File: config.mk
export PLATFORM = sky130hd
export DESIGN_NAME = differential_drive_pd_balancer_flat
export DESIGN_NICKNAME = d
export VERILOG_FILES = /design/src/rtl/dbal_pkg.sv /design/src/rtl/dbal_stream_if.sv /design/src/rtl/dbal_dp.sv /design/src/rtl/dbal_ctrl.sv /design/src/rtl/differential_drive_pd_balancer.sv /design/src/flat_wrapper.sv
export SDC_FILE = /design/constraint.sdc
export NUM_CORES = 1
export LEC_CHECK = 0
export ABC_AREA = 1
export BUFFER_PORTS_ARGS = -buffer_cell sky130_fd_sc_hd__buf_2
export CAP_MARGIN = 20
export CORE_MARGIN = 1.5
export CORE_UTILIZATION = 48
export DETAILED_ROUTE_END_ITERATION = 8
export HOLD_SLACK_MARGIN = 0.02
export PLACE_DENSITY = 0.85
export SYNTH_ARGS = -nofsm -noshare
export SYNTH_HDL_FRONTEND = slang
export SYNTH_SLANG_ARGS = --single-unit
export TNS_END_PERCENT = 50
File: constraint.sdc
create_clock -name clk -period 2.4 [get_ports clk]
set_input_delay 0 -clock clk [delete_from_list [all_inputs] [get_ports clk]]
set_output_delay 0 -clock clk [all_outputs]
set_load 0.01 [all_outputs]
File: src/rtl/dbal_pkg.sv
`timescale 1ns / 1ps
`default_nettype none

package dbal_pkg;

  // Default build parameters.
  localparam int FRACTION_BITS_DEF = 16;
  localparam int COUNT_WIDTH_DEF   = 32;

  // Configuration port.
  localparam int CFG_IDX_W  = 3;
  localparam int CFG_DATA_W = 24;

  localparam logic [CFG_IDX_W-1:0] REG_GAIN_K  = 3'd0;
  localparam logic [CFG_IDX_W-1:0] REG_GAIN_B  = 3'd1;
  localparam logic [CFG_IDX_W-1:0] REG_RATIO_C = 3'd2;
  localparam logic [CFG_IDX_W-1:0] REG_MPC     = 3'd3;

  localparam logic signed [15:0] GAIN_K_RST  = 16'sd0;
  localparam logic signed [15:0] GAIN_B_RST  = 16'sd0;
  localparam logic signed [15:0] RATIO_C_RST = 16'sd4096;
  localparam logic [23:0]        MPC_RST     = 24'd112003;

  // Shared multiplier operand and product widths.
  localparam int MUL_AW = 34;
  localparam int MUL_BW = 27;
  localparam int MUL_PW = MUL_AW + MUL_BW;

  // Velocity to drive mapping: slopes in signed Q11.16, offsets in Q8.24.
  localparam logic signed [MUL_BW-1:0] SLOPE_L = 27'sd44242698;
  localparam logic signed [MUL_BW-1:0] SLOPE_R = 27'sd45583565;
  localparam logic [63:0] OFFS_L_Q24 = 64'd1338939277;
  localparam logic [63:0] OFFS_R_Q24 = 64'd1115080884;

  localparam logic signed [63:0] SAT_MAX = 64'sd2147483647;
  localparam logic signed [63:0] SAT_MIN = -64'sd2147483648;

  typedef struct packed {
    logic               kind;
    logic signed [31:0] left_ticks;
    logic signed [31:0] right_ticks;
    logic [31:0]        time_ms;
  } in_item_t;

  typedef struct packed {
    logic               is_correction;
    logic signed [31:0] pwm_left;
    logic signed [31:0] pwm_right;
    logic               time_fault;
  } out_item_t;

  typedef enum logic [4:0] {
    S_IDLE, S_LOAD, S_MUL_L, S_MUL_R, S_SCALE, S_DIV_INIT, S_DIV, S_VEL,
    S_MUL_C, S_ERR, S_MUL_K, S_MUL_B, S_DV, S_ADJ, S_PWM_L, S_PWM_R,
    S_PWM_FIN, S_DONE
  } state_t;

  typedef enum logic [4:0] {
    OP_NONE, OP_REF, OP_DIFF, OP_MUL_L, OP_MUL_R, OP_SCALE, OP_DIV_INIT,
    OP_DIV_STEP, OP_VEL, OP_MUL_C, OP_ERR, OP_MUL_K, OP_MUL_B, OP_DV,
    OP_ADJ, OP_PWM_L, OP_PWM_R, OP_PWM_FIN
  } dp_op_t;

  typedef struct packed {
    dp_op_t op;
    logic   load_in;
    logic   load_out;
  } dp_cmd_t;

  typedef struct packed {
    logic kind;
    logic fault;
  } dp_stat_t;

  function automatic logic signed [31:0] sat32(input logic signed [63:0] x);
    logic signed [31:0] r;
    if (x > SAT_MAX) begin
      r = 32'sh7FFF_FFFF;
    end else if (x < SAT_MIN) begin
      r = 32'sh8000_0000;
    end else begin
      r = x[31:0];
    end
    return r;
  endfunction

  // Offset rounded half up from 24 fraction bits down to 24 - s.
  function automatic logic signed [63:0] pwm_offset(input int s, input logic [63:0] off24);
    logic [63:0] half;
    logic [63:0] sum;
    half = (s == 0) ? 64'd0 : (64'd1 << (s - 1));
    sum  = off24 + half;
    return $signed(sum >> s);
  endfunction

endpackage

`default_nettype wire

File: src/rtl/dbal_stream_if.sv
`timescale 1ns / 1ps
`default_nettype none

interface dbal_stream_if #(
  parameter type payload_t = logic
);
  logic     valid;
  logic     ready;
  payload_t data;

  modport source (output valid, output data, input ready);
  modport sink (input valid, input data, output ready);
endinterface

`default_nettype wire

File: src/rtl/dbal_dp.sv
`timescale 1ns / 1ps
`default_nettype none

module dbal_dp #(
  parameter int FRACTION_BITS = dbal_pkg::FRACTION_BITS_DEF,
  parameter int COUNT_WIDTH   = dbal_pkg::COUNT_WIDTH_DEF
) (
  input  logic                                clk,
  input  logic                                rst,
  input  logic                                cfg_we,
  input  logic [dbal_pkg::CFG_IDX_W-1:0]      cfg_index,
  input  logic [dbal_pkg::CFG_DATA_W-1:0]     cfg_data,
  input  dbal_pkg::dp_cmd_t                   cmd,
  output dbal_pkg::dp_stat_t                  stat,
  input  dbal_pkg::in_item_t                  item_in,
  output dbal_pkg::out_item_t                 item_out
);
  import dbal_pkg::*;

  localparam int SHIFT = 24 - FRACTION_BITS;
  localparam int QW    = 32 + SHIFT;        // quotient bits kept by the divider
  localparam int MDW   = COUNT_WIDTH + 1;   // count difference magnitude
  localparam int NRW   = MDW + 24;          // magnitude times metres per count
  localparam int NW    = NRW + 10;          // scaled by 1000
  localparam int HW    = NW - QW;
  localparam int CMPW  = (HW > 32) ? HW : 32;
  localparam logic signed [63:0] OFF_L = pwm_offset(SHIFT, OFFS_L_Q24);
  localparam logic signed [63:0] OFF_R = pwm_offset(SHIFT, OFFS_R_Q24);

  // Configuration registers.
  logic signed [15:0] gain_k;
  logic signed [15:0] gain_b;
  logic signed [15:0] ratio_c;
  logic [23:0]        mpc;

  // Reference point and loop memory.
  logic signed [COUNT_WIDTH-1:0] ref_left;
  logic signed [COUNT_WIDTH-1:0] ref_right;
  logic [31:0]                   ref_time;
  logic signed [31:0]            last_error;

  // Captured item.
  logic                          kind_r;
  logic signed [COUNT_WIDTH-1:0] lt_r;
  logic signed [COUNT_WIDTH-1:0] rt_r;
  logic [31:0]                   time_r;

  // Working registers.
  logic [31:0]             dt;
  logic [MDW-1:0]          md_l;
  logic [MDW-1:0]          md_r;
  logic                    neg_l;
  logic                    neg_r;
  logic                    fault_r;
  logic [NW-1:0]           num_l;
  logic [NW-1:0]           num_r;
  logic [31:0]             rem_l;
  logic [31:0]             rem_r;
  logic [QW-1:0]           lo_l;
  logic [QW-1:0]           lo_r;
  logic [QW-1:0]           q_l;
  logic [QW-1:0]           q_r;
  logic                    ovf_l;
  logic                    ovf_r;
  logic signed [31:0]      vl;
  logic signed [31:0]      vr;
  logic signed [31:0]      err;
  logic signed [32:0]      derr;
  logic signed [48:0]      pk;
  logic signed [31:0]      dv;
  logic signed [31:0]      pwm_l;
  logic signed [31:0]      pwm_r;
  logic signed [MUL_PW-1:0] mul_p;

  // Combinational signals.
  logic [31:0]              dt_c;
  logic signed [MDW-1:0]    d_l;
  logic signed [MDW-1:0]    d_r;
  logic signed [MUL_AW-1:0] mul_a;
  logic signed [MUL_BW-1:0] mul_b;
  logic [CMPW-1:0]          hi_l;
  logic [CMPW-1:0]          hi_r;
  logic [CMPW-1:0]          dt_ext;
  logic [32:0]              r2_l;
  logic [32:0]              r2_r;
  logic [32:0]              dt33;
  logic                     ge_l;
  logic                     ge_r;
  logic signed [63:0]       pd_sum;

  function automatic logic [NW-1:0] x1000(input logic [NRW-1:0] v);
    logic [NW-1:0] w;
    w = NW'(v);
    return (w << 10) - (w << 4) - (w << 3);
  endfunction

  function automatic logic signed [31:0] to_vel(input logic neg, input logic ovf,
                                               input logic [31:0] m);
    logic signed [31:0] r;
    if (ovf || m[31]) begin
      r = neg ? 32'sh8000_0000 : 32'sh7FFF_FFFF;
    end else begin
      r = neg ? -$signed(m) : $signed(m);
    end
    return r;
  endfunction

  assign dt_c       = time_r - ref_time;
  assign stat.kind  = kind_r;
  assign stat.fault = (dt_c == 32'd0);

  assign d_l = $signed({lt_r[COUNT_WIDTH-1], lt_r}) - $signed({ref_left[COUNT_WIDTH-1], ref_left});
  assign d_r = $signed({rt_r[COUNT_WIDTH-1], rt_r}) - $signed({ref_right[COUNT_WIDTH-1], ref_right});

  assign hi_l   = CMPW'(num_l[NW-1:QW]);
  assign hi_r   = CMPW'(num_r[NW-1:QW]);
  assign dt_ext = CMPW'(dt);
  assign dt33   = {1'b0, dt};
  assign r2_l   = {rem_l, lo_l[QW-1]};
  assign r2_r   = {rem_r, lo_r[QW-1]};
  assign ge_l   = (r2_l >= dt33);
  assign ge_r   = (r2_r >= dt33);

  assign pd_sum = -64'(pk) - 64'(mul_p);

  // Operand selection for the shared multiplier.
  always_comb begin
    mul_a = '0;
    mul_b = '0;
    case (cmd.op)
      OP_MUL_L: begin
        mul_a = $signed({{(MUL_AW-MDW){1'b0}}, md_l});
        mul_b = $signed({{(MUL_BW-24){1'b0}}, mpc});
      end
      OP_MUL_R: begin
        mul_a = $signed({{(MUL_AW-MDW){1'b0}}, md_r});
        mul_b = $signed({{(MUL_BW-24){1'b0}}, mpc});
      end
      OP_MUL_C: begin
        mul_a = MUL_AW'(vl);
        mul_b = MUL_BW'(ratio_c);
      end
      OP_MUL_K: begin
        mul_a = MUL_AW'(err);
        mul_b = MUL_BW'(gain_k);
      end
      OP_MUL_B: begin
        mul_a = MUL_AW'(derr);
        mul_b = MUL_BW'(gain_b);
      end
      OP_PWM_L: begin
        mul_a = MUL_AW'(vl);
        mul_b = SLOPE_L;
      end
      OP_PWM_R: begin
        mul_a = MUL_AW'(vr);
        mul_b = SLOPE_R;
      end
      default: begin
        mul_a = '0;
        mul_b = '0;
      end
    endcase
  end

  // Configuration and persistent state.
  always_ff @(posedge clk) begin
    if (rst) begin
      gain_k     <= GAIN_K_RST;
      gain_b     <= GAIN_B_RST;
      ratio_c    <= RATIO_C_RST;
      mpc        <= MPC_RST;
      ref_left   <= '0;
      ref_right  <= '0;
      ref_time   <= '0;
      last_error <= '0;
    end else begin
      if (cfg_we) begin
        unique case (cfg_index)
          REG_GAIN_K:  gain_k  <= cfg_data[15:0];
          REG_GAIN_B:  gain_b  <= cfg_data[15:0];
          REG_RATIO_C: ratio_c <= cfg_data[15:0];
          REG_MPC:     mpc     <= cfg_data[23:0];
          default: ;
        endcase
      end
      if (cmd.op == OP_REF) begin
        ref_left  <= lt_r;
        ref_right <= rt_r;
        ref_time  <= time_r;
      end
      if (cmd.op == OP_MUL_K) begin
        last_error <= err;
      end
    end
  end

  // Datapath payload registers.
  always_ff @(posedge clk) begin
    mul_p <= mul_a * mul_b;
    if (cmd.load_in) begin
      kind_r <= item_in.kind;
      lt_r   <= item_in.left_ticks[COUNT_WIDTH-1:0];
      rt_r   <= item_in.right_ticks[COUNT_WIDTH-1:0];
      time_r <= item_in.time_ms;
    end
    if (cmd.load_out) begin
      item_out.is_correction <= kind_r;
      item_out.pwm_left      <= kind_r ? pwm_l : 32'sd0;
      item_out.pwm_right     <= kind_r ? pwm_r : 32'sd0;
      item_out.time_fault    <= kind_r & fault_r;
    end
    unique case (cmd.op)
      OP_REF: begin
        fault_r <= 1'b0;
      end
      OP_DIFF: begin
        dt      <= dt_c;
        fault_r <= stat.fault;
        neg_l   <= d_l[MDW-1];
        neg_r   <= d_r[MDW-1];
        md_l    <= d_l[MDW-1] ? MDW'(-d_l) : MDW'(d_l);
        md_r    <= d_r[MDW-1] ? MDW'(-d_r) : MDW'(d_r);
        vl      <= '0;
        vr      <= '0;
      end
      OP_MUL_R: begin
        num_l <= x1000(mul_p[NRW-1:0]);
      end
      OP_SCALE: begin
        num_r <= x1000(mul_p[NRW-1:0]);
      end
      OP_DIV_INIT: begin
        ovf_l <= (hi_l >= dt_ext);
        ovf_r <= (hi_r >= dt_ext);
        rem_l <= hi_l[31:0];
        rem_r <= hi_r[31:0];
        lo_l  <= num_l[QW-1:0];
        lo_r  <= num_r[QW-1:0];
        q_l   <= '0;
        q_r   <= '0;
      end
      OP_DIV_STEP: begin
        rem_l <= ge_l ? 32'(r2_l - dt33) : r2_l[31:0];
        rem_r <= ge_r ? 32'(r2_r - dt33) : r2_r[31:0];
        lo_l  <= lo_l << 1;
        lo_r  <= lo_r << 1;
        q_l   <= {q_l[QW-2:0], ge_l};
        q_r   <= {q_r[QW-2:0], ge_r};
      end
      OP_VEL: begin
        vl <= to_vel(neg_l, ovf_l, q_l[QW-1:SHIFT]);
        vr <= to_vel(neg_r, ovf_r, q_r[QW-1:SHIFT]);
      end
      OP_ERR: begin
        err <= sat32(64'(vr) - 64'(mul_p >>> 12));
      end
      OP_MUL_K: begin
        derr <= 33'(err) - 33'(last_error);
      end
      OP_MUL_B: begin
        pk <= mul_p[48:0];
      end
      OP_DV: begin
        dv <= sat32(pd_sum >>> 8);
      end
      OP_ADJ: begin
        vl <= sat32(64'(vl) - 64'(dv));
        vr <= sat32(64'(vr) + 64'(dv));
      end
      OP_PWM_R: begin
        pwm_l <= (vl == 32'sd0) ? 32'sd0 : sat32((64'(mul_p) >>> 16) + OFF_L);
      end
      OP_PWM_FIN: begin
        pwm_r <= (vr == 32'sd0) ? 32'sd0 : sat32((64'(mul_p) >>> 16) + OFF_R);
      end
      default: ;
    endcase
  end

endmodule

`default_nettype wire

File: src/rtl/dbal_ctrl.sv
`timescale 1ns / 1ps
`default_nettype none

module dbal_ctrl #(
  parameter int FRACTION_BITS = dbal_pkg::FRACTION_BITS_DEF
) (
  input  logic               clk,
  input  logic               rst,
  input  logic               in_valid,
  output logic               in_ready,
  output logic               out_valid,
  input  logic               out_ready,
  input  dbal_pkg::dp_stat_t stat,
  output dbal_pkg::dp_cmd_t  cmd
);
  import dbal_pkg::*;

  localparam int QW    = 56 - FRACTION_BITS;
  localparam int CNT_W = $clog2(QW);

  state_t           state;
  state_t           state_next;
  logic [CNT_W-1:0] div_cnt;
  logic [CNT_W-1:0] div_cnt_next;
  logic             out_valid_next;

  always_ff @(posedge clk) begin
    if (rst) begin
      state     <= S_IDLE;
      div_cnt   <= '0;
      out_valid <= 1'b0;
    end else begin
      state     <= state_next;
      div_cnt   <= div_cnt_next;
      out_valid <= out_valid_next;
    end
  end

  always_comb begin
    state_next   = state;
    div_cnt_next = div_cnt;
    in_ready     = 1'b0;
    cmd          = '{op: OP_NONE, load_in: 1'b0, load_out: 1'b0};
    unique case (state)
      S_IDLE: begin
        in_ready = 1'b1;
        if (in_valid) begin
          cmd.load_in = 1'b1;
          state_next  = S_LOAD;
        end
      end
      S_LOAD: begin
        if (stat.kind) begin
          cmd.op     = OP_DIFF;
          state_next = stat.fault ? S_MUL_C : S_MUL_L;
        end else begin
          cmd.op     = OP_REF;
          state_next = S_DONE;
        end
      end
      S_MUL_L: begin
        cmd.op     = OP_MUL_L;
        state_next = S_MUL_R;
      end
      S_MUL_R: begin
        cmd.op     = OP_MUL_R;
        state_next = S_SCALE;
      end
      S_SCALE: begin
        cmd.op     = OP_SCALE;
        state_next = S_DIV_INIT;
      end
      S_DIV_INIT: begin
        cmd.op       = OP_DIV_INIT;
        div_cnt_next = CNT_W'(QW - 1);
        state_next   = S_DIV;
      end
      S_DIV: begin
        cmd.op = OP_DIV_STEP;
        if (div_cnt == '0) begin
          state_next = S_VEL;
        end else begin
          div_cnt_next = div_cnt - 1'b1;
        end
      end
      S_VEL: begin
        cmd.op     = OP_VEL;
        state_next = S_MUL_C;
      end
      S_MUL_C: begin
        cmd.op     = OP_MUL_C;
        state_next = S_ERR;
      end
      S_ERR: begin
        cmd.op     = OP_ERR;
        state_next = S_MUL_K;
      end
      S_MUL_K: begin
        cmd.op     = OP_MUL_K;
        state_next = S_MUL_B;
      end
      S_MUL_B: begin
        cmd.op     = OP_MUL_B;
        state_next = S_DV;
      end
      S_DV: begin
        cmd.op     = OP_DV;
        state_next = S_ADJ;
      end
      S_ADJ: begin
        cmd.op     = OP_ADJ;
        state_next = S_PWM_L;
      end
      S_PWM_L: begin
        cmd.op     = OP_PWM_L;
        state_next = S_PWM_R;
      end
      S_PWM_R: begin
        cmd.op     = OP_PWM_R;
        state_next = S_PWM_FIN;
      end
      S_PWM_FIN: begin
        cmd.op     = OP_PWM_FIN;
        state_next = S_DONE;
      end
      S_DONE: begin
        if (!out_valid || out_ready) begin
          cmd.load_out = 1'b1;
          state_next   = S_IDLE;
        end
      end
      default: begin
        state_next = S_IDLE;
      end
    endcase

    if (cmd.load_out) begin
      out_valid_next = 1'b1;
    end else if (out_ready) begin
      out_valid_next = 1'b0;
    end else begin
      out_valid_next = out_valid;
    end
  end

  a_accept_to_load: assert property (@(posedge clk) disable iff (rst)
    (in_valid && in_ready) |=> (state == S_LOAD))
    else $error("accepted beat did not start processing");

  a_no_overwrite: assert property (@(posedge clk) disable iff (rst)
    cmd.load_out |-> (!out_valid || out_ready))
    else $error("result register overwritten before it was taken");

  a_div_exit: assert property (@(posedge clk) disable iff (rst)
    (state == S_DIV && div_cnt == '0) |=> (state == S_VEL))
    else $error("divider did not finish after its last step");

  a_result_shown: assert property (@(posedge clk) disable iff (rst)
    cmd.load_out |=> out_valid)
    else $error("loaded result not presented");

endmodule

`default_nettype wire

File: src/rtl/differential_drive_pd_balancer.sv
`timescale 1ns / 1ps
`default_nettype none

// Differential-drive PD balancer. Each input beat carries both wheel encoder
// counts and a millisecond timestamp. A beat with kind 0 stores them as the
// reference point and returns an all-zero result; a beat with kind 1 turns the
// count changes since that reference into wheel velocities (Q16.16 by default),
// runs a PD step on the error between the right velocity and ratio_c times the
// left one, shifts the two velocities apart by the correction, and maps each to
// a saturated drive value. A zero elapsed time raises time_fault and uses zero
// velocities. Every input beat yields exactly one result beat. The block works
// on one item at a time; a correction item spends most of its time in the
// bit-per-cycle divider that forms both wheel velocities side by side, while
// a correction with zero elapsed time skips the divider. One shared 34 x 27
// multiplier forms every product but the scaling by 1000, done with shifts.
// A finished result waits in an output register, so the next item is taken
// while it is still pending. Configuration writes go to registers 0 (gain_k),
// 1 (gain_b), 2 (ratio_c) and 3 (meters_per_count); other indexes are ignored.

module differential_drive_pd_balancer #(
  parameter int FRACTION_BITS = dbal_pkg::FRACTION_BITS_DEF,
  parameter int COUNT_WIDTH   = dbal_pkg::COUNT_WIDTH_DEF
) (
  input  logic                            clk,
  input  logic                            rst,
  input  logic                            cfg_we,
  input  logic [dbal_pkg::CFG_IDX_W-1:0]  cfg_index,
  input  logic [dbal_pkg::CFG_DATA_W-1:0] cfg_data,
  dbal_stream_if.sink                     sample,
  dbal_stream_if.source                   result
);
  import dbal_pkg::*;

  dp_cmd_t  cmd;
  dp_stat_t stat;

  // The controller steps the datapath one op per cycle unless a handshake holds
  // it, and owns both handshakes; the datapath holds the configuration, the
  // reference point, divider lanes, shared multiplier and result register.
  dbal_ctrl #(
    .FRACTION_BITS(FRACTION_BITS)
  ) u_ctrl (
    .clk      (clk),
    .rst      (rst),
    .in_valid (sample.valid),
    .in_ready (sample.ready),
    .out_valid(result.valid),
    .out_ready(result.ready),
    .stat     (stat),
    .cmd      (cmd)
  );

  dbal_dp #(
    .FRACTION_BITS(FRACTION_BITS),
    .COUNT_WIDTH  (COUNT_WIDTH)
  ) u_dp (
    .clk      (clk),
    .rst      (rst),
    .cfg_we   (cfg_we),
    .cfg_index(cfg_index),
    .cfg_data (cfg_data),
    .cmd      (cmd),
    .stat     (stat),
    .item_in  (sample.data),
    .item_out (result.data)
  );

endmodule

`default_nettype wire
File: src/flat_wrapper.sv
// flat-port wrapper written by rule: the top's interface ports become plain ports
module differential_drive_pd_balancer_flat import dbal_pkg::*;
#(
  parameter int FRACTION_BITS = dbal_pkg::FRACTION_BITS_DEF,
  parameter int COUNT_WIDTH   = dbal_pkg::COUNT_WIDTH_DEF
)
  (clk, rst, cfg_we, cfg_index, cfg_data, sample_valid, sample_data, sample_ready, result_valid, result_data, result_ready);
  dbal_stream_if sample_i ();
  dbal_stream_if result_i ();
  input  logic clk;
  input  logic rst;
  input  logic cfg_we;
  input  logic [dbal_pkg::CFG_IDX_W-1:0] cfg_index;
  input  logic [dbal_pkg::CFG_DATA_W-1:0] cfg_data;
  input wire logic [$bits(sample_i.valid)-1:0] sample_valid;
  input wire logic [$bits(sample_i.data)-1:0] sample_data;
  output wire logic [$bits(sample_i.ready)-1:0] sample_ready;
  output wire logic [$bits(result_i.valid)-1:0] result_valid;
  output wire logic [$bits(result_i.data)-1:0] result_data;
  input wire logic [$bits(result_i.ready)-1:0] result_ready;
  assign sample_i.valid = sample_valid;
  assign sample_i.data = sample_data;
  assign sample_ready = sample_i.ready;
  assign result_valid = result_i.valid;
  assign result_data = result_i.data;
  assign result_i.ready = result_ready;
  differential_drive_pd_balancer #(.FRACTION_BITS(FRACTION_BITS), .COUNT_WIDTH(COUNT_WIDTH)) u_core (.clk(clk), .rst(rst), .cfg_we(cfg_we), .cfg_index(cfg_index), .cfg_data(cfg_data), .sample(sample_i), .result(result_i));
endmodule
Yosys cells after proc, flatten, opt, wreduce, memory -nomap -nowiden
Index checks and enable logic that the tools add are counted.

storage, ports and cells
  flip-flop bits (word level) = 12
  input port bits = 33
  output and inout bits = 3
  word-level logic and storage cells = 45

operators by class
  add/sub/neg operators = 1
  equal/unequal tests = 21
  muxes and demuxes = 11
  reduce and logical (&&, ||, !) cells = 9

operators with widths
  operator               count
  $pmux W5 S17           1
  $eq A5 B4 Y1 const B   8
  $eq A5 B3 Y1 const B   4
  $mux W5                3
  $pmux W6 S2            1
  $eq A5 B2 Y1 const B   2
  $eq A5 B5 Y1 const B   2
  $ne A2 B2 Y1 const B   4
  $logic_not A6 Y1       1
  $mux W6                1
  $sub A6 B1 Y6 const B  1
  $eq A5 B1 Y1 const B   1
  $logic_not A5 Y1       1
  $mux W1                5
  $reduce_bool A2 Y1     2
  $reduce_and A3 Y1      1
  $reduce_and A2 Y1      1
  $reduce_or A2 Y1       1
  $logic_not A1 Y1       1
  $logic_or A1 B1 Y1     1

Longest topological paths before layout
Gate-level depths: netlist of run 1.

  word-level depth = 5
  gate-level depth with buffers = 8
  depth with buffers taken out = 8

Cells and area by module
From an unflattened synthesis of run 1, not the netlist that was laid out.

unflattened totals
  cells, all modules = 13738
  area, all modules = 111036.5 um2

by module, submodules not included
  module                          times used  cells each  area each (um2)  sequential area each (um2)
  dbal_dp                         1           13603       110219.5         31830.5
  dbal_ctrl                       1           134         813.3            240.2
  differential_drive_pd_balancer  1           1           3.8              0.0

Least setup slack after synthesis of run 1
Ideal clock, no wire load.

  path type = flip-flop to flip-flop
  from = register u_core.u_ctrl.div_cnt[0]
  to = register u_core.u_ctrl.div_cnt[0]
  setup time = 0.116 ns
  arrival time = 1.102 ns
  setup slack = 1.182 ns
  stages on the path, launching flop included = 8
  buffers on the path = 0
  clock period less this slack = 1.218 ns
  cell sequence = dfxtp_1 -> inv_1 -> ha_1 -> nand4_1 -> nand2_4 -> nand2_4 -> o21ai_0 -> nor2_1

on the way
  word-level cells in the longest chain between the ends = 3
  elaborated cells on any way between the ends = 6
  classes of those cells = add/sub: 1; eq/ne: 1; mux: 2; reduce/logical: 2

RTL lines
  item                                                      RTL line                          source
  start: declaration                                        dbal_ctrl.sv:23                   logic [CNT_W-1:0] div_cnt;
  start signal: assignment                                  dbal_ctrl.sv:34                   div_cnt <= div_cnt_next;
  $sub A6 B1 Y6 / $logic_not A6 Y1 (equally long branches)  dbal_ctrl.sv:83, dbal_ctrl.sv:80
  $mux W6 / $ne A2 B2 Y1 (equally long branches)            --
  $pmux W6 S2 / $reduce_and A2 Y1 (equally long branches)   --

Several ways; a longest one is shown, not always the timed one. The select of a mux whose other input is x is not followed.
A chain may end at the register's enable or synchronous reset.

Worst setup path after layout of run 1
Same ends and word-level chain as after synthesis.

==> flow_metrics.env, run 1 <==
export IMPL_antenna_found_initial=0
export IMPL_critPathMaxFanout=9
export IMPL_synthesis_area_um2=752
export IMPL_vias_per_cell=5.16
export IMPL_ctsHtreeMaxLevel=1
export IMPL_cts_resized=0
export IMPL_wire_length_of_the_first_global_routing_pass_um=2700
export IMPL_synthesis_area_per_instance_um2=6.16
export IMPL_dpl_hpwl_um=1200
export IMPL_dp_worst_setup_slack_ns=0.977
export IMPL_drt_iter0_drc=6
export IMPL_layout_nets=166
export IMPL_floorplan_initialDensity_pct=50.5
export IMPL_antenna_cells=0
export IMPL_post_route_util_pct=55.9
export IMPL_cts_tree="done"
export IMPL_postSynthRegisterBits=12
export IMPL_ioPinCount=36
export IMPL_row_count=14
export IMPL_timing_critical_path_to_type="register"
export IMPL_layout_cell_share_with_drive_strength_beyond_1_pct=11.5
export IMPL_skew_ns=0.00288
export IMPL_power_ir_vdd_worst_v=0.000370
export IMPL_final_antenna_net_count=0
export IMPL_dieHeight_um=42.6
export IMPL_run_status="complete, no violations"
export IMPL_setup_tns_ns=0
export IMPL_clk_latency_ns=0.28
export IMPL_num_vias=753
export IMPL_die_area_um2=1810
export IMPL_setup_fix_buffers_added_after_clock_tree_synthesis=0
export IMPL_ys_types=20
export IMPL_place_port_buffers=5
export IMPL_cellLeakagePower_nw=0.406
export IMPL_cpMostUsedCell="sky130_fd_sc_hd__nand2_4"
export IMPL_setup_worst_path_class="register to register"
export IMPL_firstDrtPassIters=4
export IMPL_finalSetupViolCount=0
export IMPL_tritoncts_sink_count=12
export IMPL_drc=0
export IMPL_crit_path_start_kind="register"
export IMPL_routed_len_inst_um=10.9
export IMPL_pin_count_of_the_biggest_net_entering_global_routing=11
export IMPL_final_period_minus_worst_setup_slack_ns=1.41
export IMPL_route_final_wire_length_um=1590
export IMPL_design_core_area_um2=1490
export IMPL_fp_dieW_um=42.6
export IMPL_grt_setup_unrepaired="no"
export IMPL_setup_ws_ns=0.986
export IMPL_layout_worst_path_cycle_share_pct=58.9
export IMPL_fill_cells=158
export IMPL_cap_violations=0
export IMPL_maximum_buffer_depth_of_the_clock_tree=2
export IMPL_yosysWarnings=0
export IMPL_hold_start="rst"
export IMPL_critPathRequiredTime_ns=2.57
export IMPL_timing_fmax_mhz=707
export IMPL_hold_path_class="input pin to register"
export IMPL_cp_buffers_inverters=1
export IMPL_gr_total_overflow=0
export IMPL_finalWeightedCongestion=0.808
export IMPL_timing_final_hold_violations=0
export IMPL_path_cells="inv_1 > ha_1 > nand4_1 > nand2_4 > nand2_4 > o21ai_0 > nor2_1"
export IMPL_sequential_cell_area_um2=240
export IMPL_buffer_cell_driving_the_clock_tree_root="sky130_fd_sc_hd__clkbuf_4"
export IMPL_critPathArrivalTime_ns=1.58
export IMPL_grt_total_usage_pct=19.4
export IMPL_clk_pin_slew_worst_paths_ns=0.07
export IMPL_area_growth_pct=10.6
export IMPL_first_global_vias=690
export IMPL_slowest_library_cell_on_the_worst_path="sky130_fd_sc_hd__dfxtp_1"
export IMPL_synth_seq_area_share_pct=31.9
export IMPL_multiInputGateArea_um2=437
export IMPL_crit_reg2reg_launch="u_core.u_ctrl.div_cnt[0]$_SDFFE_PP0P_"
export IMPL_timing_critical_path_slowest_cell_delay_ns=0.32
export IMPL_drv_slew=0
export IMPL_syn_nets=157
export IMPL_cts_inserted_buffers=3
export IMPL_crit_path_start="u_core.u_ctrl.div_cnt[0]$_SDFFE_PP0P_"
export IMPL_netlist_instances=122
export IMPL_power_density_cell_area_nw_per_um2=533
export IMPL_cp_top_family="simple AND/OR/NAND/NOR gates"
[cell families (layout without fill, tap and decap cells)]
kind of cell,after synthesis,after routing,share of synthesized area (%)
adders and majority gates,2,2,3.33
DFF,12,12,31.9
buffers and inverters,19,27,9.98
xor gates and xnor gates,1,1,1.16
and+or+nand+nor,73,73,43.4
other,1,1,0.499
AOI/OAI and AO/OA,14,14,9.65
[stage by stage]
| step | area (um2) | power [W] | instances | hold WS, ns |
|---|---|---|---|---|
| floorplan | 752 | 0.000269 | 122 | 0.186 |
| global placement | 786 | 0.000284 | 141 | 0.278 |
| detailed placement | 786 | 0.000286 | 141 | 0.294 |
| CTS | 832 | 0.000446 | 146 | 0.0201 |
| global route | 832 | 0.000464 | 146 | 0.0360 |
| finish | 832 | 0.000443 | 146 | 0.0136 |
[area by class of cell]
class / count / share of cell area [%]
timing repair buffer: 6 / 4.21
sequential: 12 / 28.9
clock buffer: 4 / 4.36
tap: 16 / 2.41
inverter: 17 / 7.67
multi-input combinational: 91 / 52.5
[Yosys cell counts]
master,count,area share (%)
sky130_fd_sc_hd__ha_1,2,3.3
sky130_fd_sc_hd__a21oi_1,8,5.3
sky130_fd_sc_hd__nor2_4,1,1.5
sky130_fd_sc_hd__nand2_1,32,16
sky130_fd_sc_hd__dfxtp_1,12,32
sky130_fd_sc_hd__nor2_2,1,0.83
sky130_fd_sc_hd__buf_4,1,1.0
sky130_fd_sc_hd__nor2_1,22,11
sky130_fd_sc_hd__nand2_4,2,3.0
sky130_fd_sc_hd__inv_1,16,8.0
sky130_fd_sc_hd__conb_1,1,0.50
sky130_fd_sc_hd__nand4_1,3,2.5
sky130_fd_sc_hd__xnor2_1,1,1.2
sky130_fd_sc_hd__o31ai_1,1,1.0
sky130_fd_sc_hd__nand3_1,10,6.7
sky130_fd_sc_hd__o21ai_0,5,3.3
sky130_fd_sc_hd__nand3_2,1,1.3
sky130_fd_sc_hd__buf_1,1,0.50
sky130_fd_sc_hd__nor3_1,1,0.66
sky130_fd_sc_hd__inv_2,1,0.50
[sequential cells by signal (all words and copies together), names as in the netlist]
| register | flops |
|---|---|
| u_core.u_ctrl.div_cnt | 6 |
| u_core.u_ctrl.out_valid | 1 |
| u_core.u_ctrl.state | 5 |
[timing repair]
item,in CTS,in global routing
endpoints found under the hold margin,1,0
setup endpoints to repair,0,0
hold buffers,1,0
[worst reg2reg max path: cells and delay by family, from the launching register on]
family,cells,cell delay (ns)
AO/OA/AOI/OAI,1,0.16
adder cells (fa/ha/maj),1,0.19
buffers and inverters,1,0.17
flip-flops,1,0.32
AND/OR/NAND/NOR,4,0.47
[report_power, final]
group / leakage, nW / switching, W / internal [W]
Sequential: 0.0972 / 0.0000102 / 0.000206
Combinational: 0.287 / 0.0000427 / 0.0000246
Clock: 0.0210 / 0.0000675 / 0.0000923
Total: 0.406 / 0.000120 / 0.000323
[layer usage]
layer,track usage (%),share of wire (%),vias to the layer above
met1,22.6,47,344
met2,34.8,50,5
met4,6.88,0.94,0
li1,-,-,402
met5,0,0,-
met3,3.88,2.3,2
[worst paths after layout]
path	to	slack, ns	cells past startpoint
worst min-delay path	u_core.u_ctrl.div_cnt[5]$_SDFFE_PP0P_	0.01	2
worst min register to register	u_core.u_ctrl.out_valid$_SDFFE_PP0P_	0.51	2
worst max-delay path	u_core.u_ctrl.div_cnt[0]$_SDFFE_PP0P_	0.99	7
worst max register to register	u_core.u_ctrl.div_cnt[0]$_SDFFE_PP0P_	0.99	7
[cells in the final DEF (no fill, tap or decap)]
| cell | n |
|---|---|
| sky130_fd_sc_hd__nand2_1 | 32 |
| sky130_fd_sc_hd__nor2_1 | 22 |
| sky130_fd_sc_hd__inv_1 | 16 |
| sky130_fd_sc_hd__dfxtp_1 | 12 |
| sky130_fd_sc_hd__nand3_1 | 10 |
| sky130_fd_sc_hd__a21oi_1 | 8 |
| sky130_fd_sc_hd__o21ai_0 | 5 |
| sky130_fd_sc_hd__buf_2 | 5 |
| sky130_fd_sc_hd__nand4_1 | 3 |
| sky130_fd_sc_hd__clkbuf_4 | 3 |
| sky130_fd_sc_hd__nand2_4 | 2 |
| sky130_fd_sc_hd__ha_1 | 2 |
| sky130_fd_sc_hd__nor2_2 | 1 |
| sky130_fd_sc_hd__inv_2 | 1 |
| sky130_fd_sc_hd__nand3_2 | 1 |
| sky130_fd_sc_hd__nor2_4 | 1 |
| sky130_fd_sc_hd__nor3_1 | 1 |
| sky130_fd_sc_hd__xnor2_1 | 1 |
| sky130_fd_sc_hd__o31ai_1 | 1 |
| sky130_fd_sc_hd__conb_1 | 1 |
| sky130_fd_sc_hd__clkbuf_8 | 1 |
| sky130_fd_sc_hd__dlygate4sd3_1 | 1 |
Note: power is estimated with default switching activity, not from simulation.
==> run 2, diff against run 1 <==
- CORE_UTILIZATION: 48 -> 40
- PLACE_DENSITY: 0.85 -> 0.75
- clock period: 2.4 -> 1.2 ns (I/O delays scaled with it)
==> run 2 against run 1 <==
Compared with the run above: via count grew 6.9%; clock skew grew 0.0067 ns; critical path depth is the same; worst setup slack lost 1.0 ns; critical path type unchanged; utilization grew 4.2 points; the run now ends with setup timing left.
==> flow_metrics.env, run 2 (synthesis gave the netlist of run 1 again) <==
export IMPL_critPathRequiredTime_ns=1.40
export IMPL_run_status="complete, but fails checks"
export IMPL_dieHeight_um=46.4
export IMPL_cts_inserted_buffers=3
export IMPL_cp_endpoint="u_core.u_ctrl.div_cnt[2]$_SDFFE_PP0P_"
export IMPL_largest_register_ff_count=6
export IMPL_cts_tree="done"
export IMPL_first_global_vias=678
export IMPL_place_port_buffers=5
export IMPL_final_antenna_net_count=0
export IMPL_clk_latency_ns=0.27
export IMPL_ioPinCount=36
export IMPL_failed_checks="setup timing"
export IMPL_power_w=0.000833
export IMPL_cellLeakagePower_nw=0.492
export IMPL_layout_nets=182
export IMPL_hold_start="sample_valid"
export IMPL_area_growth_pct=39.4
export IMPL_skew_ns=0.00958
export IMPL_vias_per_cell=4.74
export IMPL_antenna_cells=0
export IMPL_critPathArrivalTime_ns=1.45
export IMPL_hold_path_class="input pin to register"
export IMPL_firstDrtPassIters=4
export IMPL_crit_path_start="u_core.u_ctrl.div_cnt[0]$_SDFFE_PP0P_"
export IMPL_grt_total_usage_pct=17.1
export IMPL_route_final_wire_length_um=1920
export IMPL_most_common_layout_cells="28 x sky130_fd_sc_hd__nand2_1, 17 x sky130_fd_sc_hd__nor2_1, 13 x sky130_fd_sc_hd__buf_4"
export IMPL_timing_reg2reg_worst_path_depth=7
export IMPL_pin_count_of_the_biggest_net_entering_global_routing=11
export IMPL_dpl_hpwl_um=1210
export IMPL_crit_path_start_kind="register"
export IMPL_setup_worst_path_class="register to register"
export IMPL_num_vias=805
export IMPL_grt_setup_unrepaired="yes"
export IMPL_drt_iter0_drc=10
export IMPL_design_core_area_um2=1750
export IMPL_place_area_um2=857
export IMPL_fp_dieW_um=46.4
export IMPL_crit_reg2reg_launch="u_core.u_ctrl.div_cnt[0]$_SDFFE_PP0P_"
export IMPL_tritoncts_sink_count=12
export IMPL_layout_cell_share_with_drive_strength_beyond_1_pct=39.3
export IMPL_largest_register="u_core.u_ctrl.div_cnt"
export IMPL_post_route_cell_area_um2=1050
export IMPL_maximum_buffer_depth_of_the_clock_tree=2
export IMPL_timing_final_hold_violations=0
export IMPL_row_count=15
export IMPL_timing_critical_path_to_type="register"
export IMPL_die_area_um2=2150
export IMPL_drv_slew=0
export IMPL_top_regs="u_core.u_ctrl.div_cnt: 6 flops, u_core.u_ctrl.state: 5 flops, u_core.u_ctrl.out_valid: 1 flops"
export IMPL_slowest_library_cell_on_the_worst_path="sky130_fd_sc_hd__dfxtp_2"
export IMPL_cap_violations=0
export IMPL_ctsHtreeMaxLevel=1
export IMPL_clk_pin_slew_worst_paths_ns=0.07
export IMPL_finalWeightedCongestion=0.810
export IMPL_layout_cells_most_common="sky130_fd_sc_hd__nand2_1"
export IMPL_drc=0
export IMPL_timing_fmax_mhz=795
export IMPL_buffer_cell_driving_the_clock_tree_root="sky130_fd_sc_hd__clkbuf_4"
export IMPL_path_cells="inv_4 > ha_4 > nand4_1 > nand2_4 > buf_6 > nand3_2 > a21oi_2"
export IMPL_power_density_cell_area_nw_per_um2=794
export IMPL_routed_len_inst_um=11.3
export IMPL_worst_r2r_endpoint="u_core.u_ctrl.div_cnt[2]$_SDFFE_PP0P_"
export IMPL_layout_worst_path_cycle_share_pct=105
export IMPL_regToRegSetupSlack_ns=-0.06
export IMPL_setup_ws_ns=-0.0574
export IMPL_power_ir_vdd_worst_v=0.000662
export IMPL_gr_total_overflow=0
export IMPL_finalSetupViolCount=7
export IMPL_antenna_found_initial=0
export IMPL_wire_length_of_the_first_global_routing_pass_um=2650
export IMPL_floorplan_initialDensity_pct=43.1
export IMPL_critPathMaxFanout=8
export IMPL_final_period_minus_worst_setup_slack_ns=1.26
export IMPL_timing_critical_path_slowest_cell_delay_ns=0.34
[run 2: changes by cell type in the layout (fill, tap and decap cells not counted), moves of 3 or more]
cell / change
sky130_fd_sc_hd__dfxtp_1: -5
sky130_fd_sc_hd__buf_4: +13
sky130_fd_sc_hd__inv_1: -5
sky130_fd_sc_hd__inv_2: +4
sky130_fd_sc_hd__dfxtp_2: +5
sky130_fd_sc_hd__nor2_1: -5
sky130_fd_sc_hd__a21oi_2: +3
sky130_fd_sc_hd__a21oi_1: -3
sky130_fd_sc_hd__nand2_2: +4
sky130_fd_sc_hd__nand2_1: -4
sky130_fd_sc_hd__nor2_2: +4
[run 2: area by class of cell]
| cell class | instances | area [um2] |
|---|---|---|
| Sequential cell | 12 | 246 |
| Tap cell | 25 | 31.3 |
| Inverter | 17 | 66.3 |
| Fill cell | 172 | 697 |
| Clock buffer | 3 | 22.5 |
| Timing Repair Buffer | 22 | 165 |
| Multi-Input combinational cell | 91 | 517 |
[run 2: repair_timing]
item / in CTS / in global routing
cloned: 0 / 0
pin swaps: 3 / 8
resized for setup: 6 / 29
endpoints found under the hold margin: 2 / 0
hold buffers: 2 / 0
setup buffers: 0 / 7
endpoints found under the setup margin: 7 / 11
[run 2: worst min path at each step]
stage	end	slack, ns	depth (start not counted)
finish	u_core.u_ctrl.state[0]$_SDFFE_PP0P_	0.08	5
global route	u_core.u_ctrl.state[0]$_SDFFE_PP0P_	0.13	5
CTS	u_core.u_ctrl.state[0]$_SDFFE_PP0P_	0.09	5
detailed placement	u_core.u_ctrl.out_valid$_SDFFE_PP0P_	0.29	4
global placement	u_core.u_ctrl.out_valid$_SDFFE_PP0P_	0.28	4
floorplan	u_core.u_ctrl.out_valid$_SDFFE_PP0P_	0.19	3
[run 2: where the power goes]
group	internal, W	total, W	switching, W
Combinational	0.0000659	0.000168	0.000102
Clock	0.000116	0.000235	0.000119
Sequential	0.000414	0.000430	0.0000162
[run 2: metrics by stage]
step / hold WS (ns) / cells / utilization [%] / setup slack [ns] / setup TNS (ns)
after detailed placement: 0.285 / 158 / 49.1 / -0.0419 / -0.163
after CTS: 0.0916 / 163 / 52.3 / -0.0128 / -0.0299
final: 0.0773 / 170 / 60.1 / -0.0574 / -0.291
after floorplan: 0.186 / 122 / - / 0.0334 / 0
after global routing: 0.130 / 170 / 60.1 / -0.113 / -0.725
after global placement: 0.280 / 158 / 49.1 / 0.00343 / 0
[run 2: metal layers]
metal	up-vias	global-route usage (%)	wire, um
li1	429	-	-
met1	372	21.4	800
met2	4	29.2	1080
met3	0	2.35	38
met4	0	6.86	0
met5	-	0	0
[run 2: worst max-delay path: cells and delay by family, from the launching register on]
family / cells / cell delay (ns)
simple gates: 3 / 0.39
fa+ha+maj: 1 / 0.13
flops: 1 / 0.34
compound gates: 1 / 0.12
buf+inv: 2 / 0.20
